### config.mk
export PLATFORM = sky130hd
export DESIGN_NAME = two_pass_string_hash_top_flat
export DESIGN_NICKNAME = d
export VERILOG_FILES = /design/src/design/tpsh_pkg.sv /design/src/design/tpsh_in_if.sv /design/src/design/tpsh_out_if.sv /design/src/design/two_pass_string_hash_top.sv /design/src/flat_wrapper.sv
export SDC_FILE = /design/constraint.sdc
export NUM_CORES = 2
export LEC_CHECK = 0
export ABC_AREA = 1
export BUFFER_PORTS_ARGS = -buffer_cell sky130_fd_sc_hd__buf_2
export CORE_MARGIN = 4
export CORE_UTILIZATION = 40
export DETAILED_ROUTE_END_ITERATION = 6
export SLEW_MARGIN = 40
export SYNTH_ARGS = -nofsm -noshare
export SYNTH_HDL_FRONTEND = slang
export SYNTH_SLANG_ARGS = --single-unit
### constraint.sdc
create_clock -name i_clk -period 10.6 [get_ports i_clk]
set_input_delay 2.12 -clock i_clk [delete_from_list [all_inputs] [get_ports i_clk]]
set_output_delay 2.12 -clock i_clk [all_outputs]
set_load 0.01 [all_outputs]
### src/design/tpsh_pkg.sv
package tpsh_pkg;

    // Field widths of the byte and result beats.
    localparam int BYTE_W = 8;
    localparam int HASH_W = 32;

    // Default capacity of the byte store.
    localparam int MAX_BYTES_DEF = 256;

    // Hash constants.
    localparam logic [HASH_W-1:0] HASH_SEED = 32'hd2d8_4a61;
    localparam int SHIFT_R = 5;
    localparam int SHIFT_L = 7;

    // One shift-add-xor step; the byte is sign-extended before the add.
    function automatic logic [HASH_W-1:0] mix_byte(
        input logic [HASH_W-1:0] h,
        input logic [BYTE_W-1:0] b
    );
        logic [HASH_W-1:0] ext;
        ext = {{(HASH_W-BYTE_W){b[BYTE_W-1]}}, b};
        return h ^ ((h >> SHIFT_R) + ext + (h << SHIFT_L));
    endfunction

endpackage

### src/design/tpsh_in_if.sv
interface tpsh_in_if;
    import tpsh_pkg::*;

    logic              valid;
    logic              ready;
    logic [BYTE_W-1:0] byte_value;
    logic              last_byte;

    modport source (output valid, output byte_value, output last_byte, input ready);
    modport sink   (input valid, input byte_value, input last_byte, output ready);
endinterface

### src/design/tpsh_out_if.sv
interface tpsh_out_if;
    import tpsh_pkg::*;

    logic              valid;
    logic              ready;
    logic [HASH_W-1:0] hash_value;
    logic              too_long;

    modport source (output valid, output hash_value, output too_long, input ready);
    modport sink   (input valid, input hash_value, input too_long, output ready);
endinterface

### src/design/two_pass_string_hash_top.sv
// After its last byte beat, a name of n stored bytes gives its result beat
// through the reverse pass, the forward pass, the drain and the done states;
// a name that overflows the store goes straight to the done state. The input
// takes one byte beat per cycle while loading; the two hash passes read the
// single port of the byte store once per byte each. Reset (i_rst_n, synchronous, active
// low) clears the count, the overflow flag and the result slot, and sets the hash to its seed.
module two_pass_string_hash_top #(
    parameter int MAX_BYTES = tpsh_pkg::MAX_BYTES_DEF
) (
    input  logic       i_clk,
    input  logic       i_rst_n,
    tpsh_in_if.sink    i_in,
    tpsh_out_if.source o_out
);
    import tpsh_pkg::*;

    localparam int AW = (MAX_BYTES > 1) ? $clog2(MAX_BYTES) : 1;
    localparam int CW = $clog2(MAX_BYTES + 1);

    typedef enum logic [4:0] {
        ST_LOAD  = 5'b00001,
        ST_REV   = 5'b00010,
        ST_FWD   = 5'b00100,
        ST_DRAIN = 5'b01000,
        ST_DONE  = 5'b10000
    } t_state;

    t_state            r_state, n_state;
    logic [CW-1:0]     r_count, n_count;
    logic              r_ovf, n_ovf;
    logic              r_res_ovf, n_res_ovf;
    logic [AW-1:0]     r_raddr, n_raddr;
    logic [AW-1:0]     r_last_addr, n_last_addr;
    logic [HASH_W-1:0] r_hash, n_hash;
    logic              r_dvld;
    logic [BYTE_W-1:0] r_rdata;
    logic              r_out_valid, n_out_valid;
    logic [HASH_W-1:0] r_out_hash, n_out_hash;
    logic              r_out_too_long, n_out_too_long;

    logic              acc;
    logic              full;
    logic              we;
    logic              rd_en;
    logic              out_free;

    logic [BYTE_W-1:0] mem [MAX_BYTES];

    assign i_in.ready       = (r_state == ST_LOAD);
    assign acc              = i_in.valid && i_in.ready;
    assign full             = (r_count == CW'(MAX_BYTES));
    assign we               = acc && !full;
    assign rd_en            = (r_state == ST_REV) || (r_state == ST_FWD);
    assign out_free         = !r_out_valid || o_out.ready;

    assign o_out.valid      = r_out_valid;
    assign o_out.hash_value = r_out_hash;
    assign o_out.too_long   = r_out_too_long;

    // Byte store: one write port, one registered read port.
    always_ff @(posedge i_clk) begin
        if (we) begin
            mem[r_count[AW-1:0]] <= i_in.byte_value;
        end
        if (rd_en) begin
            r_rdata <= mem[r_raddr];
        end
    end

    // Sequencer: load bytes, walk the store downward, then upward, then emit; an overflowed name skips both walks.
    always_comb begin
        n_state        = r_state;
        n_count        = r_count;
        n_ovf          = r_ovf;
        n_res_ovf      = r_res_ovf;
        n_raddr        = r_raddr;
        n_last_addr    = r_last_addr;
        n_hash         = r_hash;
        n_out_valid    = r_out_valid;
        n_out_hash     = r_out_hash;
        n_out_too_long = r_out_too_long;

        // A read issued last cycle returns its byte now.
        if (r_dvld) begin
            n_hash = mix_byte(r_hash, r_rdata);
        end

        if (r_out_valid && o_out.ready) begin
            n_out_valid = 1'b0;
        end

        unique case (r_state)
            ST_LOAD: begin
                if (acc) begin
                    if (!full) begin
                        n_count = r_count + CW'(1);
                    end else begin
                        n_ovf = 1'b1;
                    end
                    if (i_in.last_byte) begin
                        n_count = '0;
                        n_ovf   = 1'b0;
                        if (r_ovf || full) begin
                            n_res_ovf = 1'b1;
                            n_state   = ST_DONE;
                        end else begin
                            n_res_ovf   = 1'b0;
                            n_raddr     = r_count[AW-1:0];
                            n_last_addr = r_count[AW-1:0];
                            n_state     = ST_REV;
                        end
                    end
                end
            end
            ST_REV: begin
                if (r_raddr == '0) begin
                    n_state = ST_FWD;
                end else begin
                    n_raddr = r_raddr - AW'(1);
                end
            end
            ST_FWD: begin
                if (r_raddr == r_last_addr) begin
                    n_state = ST_DRAIN;
                end else begin
                    n_raddr = r_raddr + AW'(1);
                end
            end
            ST_DRAIN: begin
                n_state = ST_DONE;
            end
            ST_DONE: begin
                if (out_free) begin
                    n_out_valid    = 1'b1;
                    n_out_hash     = r_res_ovf ? '0 : r_hash;
                    n_out_too_long = r_res_ovf;
                    n_hash         = HASH_SEED;
                    n_state        = ST_LOAD;
                end
            end
            default: begin
                n_state = ST_LOAD;
            end
        endcase
    end

    // Control registers.
    always_ff @(posedge i_clk) begin
        if (!i_rst_n) begin
            r_state     <= ST_LOAD;
            r_count     <= '0;
            r_ovf       <= 1'b0;
            r_hash      <= HASH_SEED;
            r_dvld      <= 1'b0;
            r_out_valid <= 1'b0;
        end else begin
            r_state     <= n_state;
            r_count     <= n_count;
            r_ovf       <= n_ovf;
            r_hash      <= n_hash;
            r_dvld      <= rd_en;
            r_out_valid <= n_out_valid;
        end
    end

    // Payload registers.
    always_ff @(posedge i_clk) begin
        r_res_ovf      <= n_res_ovf;
        r_raddr        <= n_raddr;
        r_last_addr    <= n_last_addr;
        r_out_hash     <= n_out_hash;
        r_out_too_long <= n_out_too_long;
    end

    // The byte count never passes the store capacity.
    a_count_bound: assert property (@(posedge i_clk) disable iff (!i_rst_n)
        r_count <= CW'(MAX_BYTES))
        else $error("byte count beyond store capacity");

    // Outside loading, the next name starts from an empty store.
    a_count_idle: assert property (@(posedge i_clk) disable iff (!i_rst_n)
        r_state != ST_LOAD |-> (r_count == '0) && !r_ovf)
        else $error("count not cleared while hashing");

    // Each new name starts hashing from the seed.
    a_seed_load: assert property (@(posedge i_clk) disable iff (!i_rst_n)
        r_state == ST_LOAD |-> r_hash == HASH_SEED)
        else $error("hash not at seed while loading");

    // Read data only comes back from a pass state.
    a_read_src: assert property (@(posedge i_clk) disable iff (!i_rst_n)
        r_dvld |-> $past(r_state == ST_REV || r_state == ST_FWD))
        else $error("read data without a read");

    // An overflowed name reports a zero hash.
    a_ovf_zero: assert property (@(posedge i_clk) disable iff (!i_rst_n)
        r_out_valid && r_out_too_long |-> r_out_hash == '0)
        else $error("too_long result with nonzero hash");

endmodule
### src/flat_wrapper.sv
// flat-port wrapper written by rule: the top's interface ports become plain ports
module two_pass_string_hash_top_flat import tpsh_pkg::*;
#(
    parameter int MAX_BYTES = tpsh_pkg::MAX_BYTES_DEF
)
  (i_clk, i_rst_n, i_in_valid, i_in_byte_value, i_in_last_byte, i_in_ready, o_out_valid, o_out_hash_value, o_out_too_long, o_out_ready);
  tpsh_in_if i_in_i ();
  tpsh_out_if o_out_i ();
  input  logic i_clk;
  input  logic i_rst_n;
  input wire logic [$bits(i_in_i.valid)-1:0] i_in_valid;
  input wire logic [$bits(i_in_i.byte_value)-1:0] i_in_byte_value;
  input wire logic [$bits(i_in_i.last_byte)-1:0] i_in_last_byte;
  output wire logic [$bits(i_in_i.ready)-1:0] i_in_ready;
  output wire logic [$bits(o_out_i.valid)-1:0] o_out_valid;
  output wire logic [$bits(o_out_i.hash_value)-1:0] o_out_hash_value;
  output wire logic [$bits(o_out_i.too_long)-1:0] o_out_too_long;
  input wire logic [$bits(o_out_i.ready)-1:0] o_out_ready;
  assign i_in_i.valid = i_in_valid;
  assign i_in_i.byte_value = i_in_byte_value;
  assign i_in_i.last_byte = i_in_last_byte;
  assign i_in_ready = i_in_i.ready;
  assign o_out_valid = o_out_i.valid;
  assign o_out_hash_value = o_out_i.hash_value;
  assign o_out_too_long = o_out_i.too_long;
  assign o_out_i.ready = o_out_ready;
  two_pass_string_hash_top #(.MAX_BYTES(MAX_BYTES)) u_core (.i_clk(i_clk), .i_rst_n(i_rst_n), .i_in(i_in_i), .o_out(o_out_i));
endmodule
# After elaboration in Yosys (flattened, before gate mapping)
# Memories as Yosys holds them, arrays and structs flattened. A register that Yosys moved wholly into a read port is not among the register bits.
# Index checks and enable logic that the tools add are counted.
# word_totals
ff_bits,99
ram_bits,2048
inputBits,13
output_inout_bits,35
elab_cells,79
memories,1
# op_classes
add_sub_neg,5
n_eq_ne,16
muxes,26
bitwise,2
reduce_logical,18
# mem_list
memory,depth,word_bits,read_ports,rd_clocked_by_memory_dff,write_ports,line,source
u_core.mem,256,8,1,1,1,two_pass_string_hash_top.sv:47,logic [BYTE_W-1:0] mem [MAX_BYTES];
# op_table
op,count
$mux W32,3
$mux W8,5
$add A32 B32 Y32,1
$xor A32 B32 Y32,1
$mux W5,6
$add A28 B8 Y29,1
$pmux W5 S5,1
$pmux W8 S3,1
$mux W9,2
$ne A2 B2 Y1 const B,8
$add A9 B1 Y9 const B,1
$eq A9 B9 Y1 const B,1
$reduce_and A3 Y1,3
$add A8 B1 Y8 const B,1
$eq A8 B8 Y1,1
$logic_not A8 Y1,1
$mux W1,8
$sub A8 B1 Y8 const B,1
$reduce_and A6 Y1,1
$eq A5 B1 Y1 const B,1
$eq A5 B2 Y1 const B,1
$eq A5 B3 Y1 const B,1
$eq A5 B4 Y1 const B,1
$eq A5 B5 Y1 const B,1
other kinds (10),15

# Logic depth before layout (Yosys ltp)
# depth
depth_word,6
mapped_depth,25
mapped_depth_nobuf,25

# Worst setup path after synthesis
# OpenSTA, ideal clock, no wires.
# synth_timing
path_type,input-to-reg
from,input o_out_ready
to,register u_core.r_hash[2]
setup_ns,0.128
t_arrival_ns,4.267
t_required_ns,10.472
slack_ns,6.205
path_stages,6
n_path_buf,1
path_cell_list,nor2_1 nor2_1 nor2_1 inv_1 clkbuf_1 nor2_1
# synth_via
elab_chain_cells,3
# synth_lines
item,line,source
start: declaration,flat_wrapper.sv:18,input wire logic [$bits(o_out_i.ready)-1:0] o_out_ready;
$logic_or A1 B1 Y1,two_pass_string_hash_top.sv:54,assign out_free = !r_out_valid || o_out.ready;
$mux W32,two_pass_string_hash_top.sv:133,if (out_free) begin
$mux W32,two_pass_string_hash_top.sv:92,unique case (r_state)
end signal: assignment,two_pass_string_hash_top.sv:160,r_hash <= n_hash;
end: declaration,two_pass_string_hash_top.sv:34,"logic [HASH_W-1:0] r_hash, n_hash;"
# Every way passes these cells.
# A chain may end at the register's enable or synchronous reset.

# Final worst setup path
# layout_timing
from,register u_core.r_rdata[7] (read register of u_core.mem)
to,register u_core.r_hash[29]
# layout_via
elab_chain_cells,6
# layout_lines
item,line,source
start: declaration,two_pass_string_hash_top.sv:36,logic [BYTE_W-1:0] r_rdata;
$add A28 B8 Y29 (*),tpsh_pkg.sv:22,return h ^ ((h >> SHIFT_R) + ext + (h << SHIFT_L));
$add A32 B32 Y32 (*),tpsh_pkg.sv:22,
$xor A32 B32 Y32 (*),tpsh_pkg.sv:22,
$mux W32 (*),two_pass_string_hash_top.sv:84,if (r_dvld) begin
$mux W32,two_pass_string_hash_top.sv:133,
$mux W32 (*),two_pass_string_hash_top.sv:92,
# Mark *: on every way between the ends. The rest lies on a longest branch, timed or not.

==> results_dict.tcl <==
set metrics [dict create \
    grt_pass1_vias 56530 \
    dieArea_um2 228600 \
    slowest_delay_ps 550 \
    clock_latency_ps 860 \
    irDropWorstVdd_uv 307.8 \
    grt_overflow 0 \
    postCtsSetupRepairBufs 0 \
    slew-limit-headroom_pct 41.10 \
    outcome "finished, final reports clean" \
    rsz0062_at_grt "false" \
    post-route-period-util_pct 43.44 \
    synthCells 7188 \
    coreArea_um2 219700 \
    cts.sinks 2155 \
    cts_tree "yes" \
    critPathCaptureType "flop" \
    place.gp.congestion 0.9088 \
    grtUsageTotal_pct 22.02 \
    routedWlPerCell_um 25.45 \
    finalCriticalPeriod_ps 4605 \
    layout-drive-gt1-share_pct 7.249 \
    syn_area_per_cell_um2 12.30 \
    met1_usage_pct 30.30 \
    p_per_area_nw_per_um2 258.7 \
    drt-total-wl_mm 260.0 \
    path_common_cell "nand2_1" \
    htreeDepth 4 \
    cp_data_arrival_time_ps 5350 \
    cts.repair.resized 0 \
    yosys-top-cells-area "edfxtp_1 (72%), nor2_1 (6.7%), o21ai_0 (5.8%)" \
    hold_class "flop to flop" \
    drtPass1Iterations 6 \
    area_growth_syn_to_layout_pct 11.42 \
    layout_commonest_cell "edfxtp_1" \
    hold_viol_final 0 \
    antenna_found_initial 6 \
    globalRouteMet2Util_pct 34.45 \
    cts-root-buf "clkbuf_16" \
    num_rows 172 \
    synth_seq_area_share_pct 72.65 \
    path_clk_slew_ps 60 \
    start_util_pct 40.23 \
    drt-initial-drc-count 7084 \
    setup_slack_ps 5995 \
    crit_fanout 25 \
    fmaxAchievable_mhz 217.2 \
    dieHeight_um 478.1 \
    synth.distinct_cells 48 \
    numCtsBuffers 210 \
    clock_path_buffers 3 \
    startpoint_type "flop" \
    mostFrequentLayoutCells "edfxtp_1 (2,106), nor2_1 (1,550), o21ai_0 (1,033)" \
    critPathTopFamily "simple AND/OR/NAND/NOR gates" \
    grt_max_degree 219 \
    synthesis.area_um2 88400 \
    place_ws_ps 5813 \
    viasPerCell 5.769 \
    criticalPathCategory "flop to flop" \
    synth.top_cell.area_share_pct 71.54 \
    io_pins 48 \
    required_ps 11340 \
    grt_pass1_wl_mm 379.8 \
    setup_violations 0 \
    grt_use_met3_pct 4.047 \
    max-cap-violations 0 \
    yosys_warnings 0 \
    drtAntennaViolNets 0 \
    p_leak_nw 31.47 \
    ys_seq_elements 2155 \
    numPortBuffers 47 \
    postCtsHoldBufs 0 \
    yosysTopAreaCell "edfxtp_1" \
    cp_num_buf_inv 1 \
    dp_hpwl_mm 154.0 \
    grt_busiest_layer "met2" \
    finalSetupTns_ps 0 \
    syn_nets 7270 \
    maxSlewViolCount 0 \
    cp_slowest_cell "edfxtp_1" \
    drc_errors 0 \
    tightest_slew_ps 883.5 \
    finClkSkew_ps 39.45 \
    path_cells "buf_4 -> ha_1 -> nand2_1 -> nor2_1 -> and2_1 -> nand2_1 -> nand3_1 -> a21oi_1 -> o21ai_1 -> xor2_1 -> ha_1 -> nand2_1 -> nor2_1 -> nand2_1 -> o21ai_0 -> a21oi_1 -> or2_2 -> nand3_1 -> nand2_1 -> nand2_1 -> nor2_1" \
    nNetsFinal 7158 \
    die_width_um 478.1 \
    vias 58940 \
]
==> final cells by class <==
cell class / instances / area, µm²
sequential: 2155 / 64220
clock buffer: 259 / 5567
multi-input combinational: 4404 / 21590
timing repair buffer: 150 / 1374
inverter: 155 / 606.8
tap: 2958 / 3701
antenna: 2 / 5.005
clock inverter: 133 / 1434
fill: 19670 / 121200
==> cells in the mapped netlist (all sizes together) <==
library cell and instances:
clkinv 1, and3 1, nor3b 1, nor2 1580, nand3b 2, o221ai 94, xnor2 14, a21boi 4
edfxtp 2106, o211ai 163, xor2 25, clkbuf 235, or2 7, o21a 3, a21o 5, o22ai 280
o21bai 8, o2111ai 1, inv 154, nor4 4, ha 66, a211o 1, o21ai 1106, a31oi 4
nor3 17, and2 1, a31o 1, a221oi 1, a211oi 4, nand4 35, or4 1, nand3 313
buf 239, a21oi 157, dfxtp 49, nand2 502, fa 3
==> cell families after synthesis <==
family                   count (synthesis)  share of synthesized area (%)
AND/OR/NAND/NOR                       2464                          11.12
flip-flops                            2155                          72.65
AO/OA/AOI/OAI                         1832                          11.72
buffers and inverters                  629                          3.121
adder cells (fa/ha/maj)                 69                          1.002
XOR/XNOR                                39                         0.3864
==> worst register-to-register path, cell delays in order, from the launching register on <==
cell and delay [ps]:
edfxtp_1 550, buf_4 310, ha_1 440, nand2_1 90, nor2_1 170, and2_1 150, nand2_1 50, nand3_1 210
a21oi_1 150, o21ai_1 290, xor2_1 130, ha_1 370, nand2_1 130, nor2_1 140, nand2_1 60, o21ai_0 530
a21oi_1 170, or2_2 300, nand3_1 90, nand2_1 60, nand2_1 50, nor2_1 40
==> stage by stage <==
stage / instance area, µm² / utilization, % / std cells / hold WS [ps] / power (mW)
floorplan: 88400 / - / 7188 / 402.9 / 14.91
global placement: 91100 / 41.46 / 9812 / 433.0 / 17.81
detailed placement: 91360 / 41.58 / 9818 / 439.7 / 17.85
CTS: 98360 / 44.77 / 10210 / 448.4 / 25.41
global route: 98500 / 44.83 / 10220 / 461.4 / 26.57
finish: 98500 / 44.83 / 10220 / 451.7 / 25.48
==> metal layers <==
| metal | routed length, µm | vias up |
|---|---|---|
| met4 | 11620 | 8 |
| met3 | 22630 | 525 |
| li1 | - | 26120 |
| met2 | 119000 | 2934 |
| met1 | 106800 | 29350 |
| met5 | 57 | - |
==> power breakdown <==
part | total [mW] | switching [mW] | leakage [nW] | internal [mW]
combinational | 8.34 | 6.17 | 8.72 | 2.16
clock | 7.64 | 3.21 | 3.41 | 4.43
sequential | 9.50 | 0.0774 | 19.3 | 9.42
==> flip-flops by register name (all words and copies together) (netlist names) <==
name / cells
u_core.mem: 2048
u_core.o_out.hash_value: 32
u_core.r_hash: 32
u_core.r_count: 9
u_core.r_last_addr: 8
u_core.r_raddr: 8
u_core.r_rdata: 8
u_core.r_state: 5
u_core.o_out.too_long: 1
u_core.o_out.valid: 1
u_core.r_dvld: 1
u_core.r_ovf: 1
u_core.r_res_ovf: 1
==> worst paths after layout <==
path / startpoint / to / slack [ps] / depth (start not counted)
worst max-delay path: u_core.r_rdata[7] / u_core.r_hash[29] / 6000 / 21
worst max register to register: u_core.r_rdata[7] / u_core.r_hash[29] / 6000 / 21
worst min register to register: u_core.r_count[8] / u_core.r_count[8] / 450 / 1
worst min-delay path: u_core.r_count[8] / u_core.r_count[8] / 450 / 1
Power figures use the tool's default switching activity.
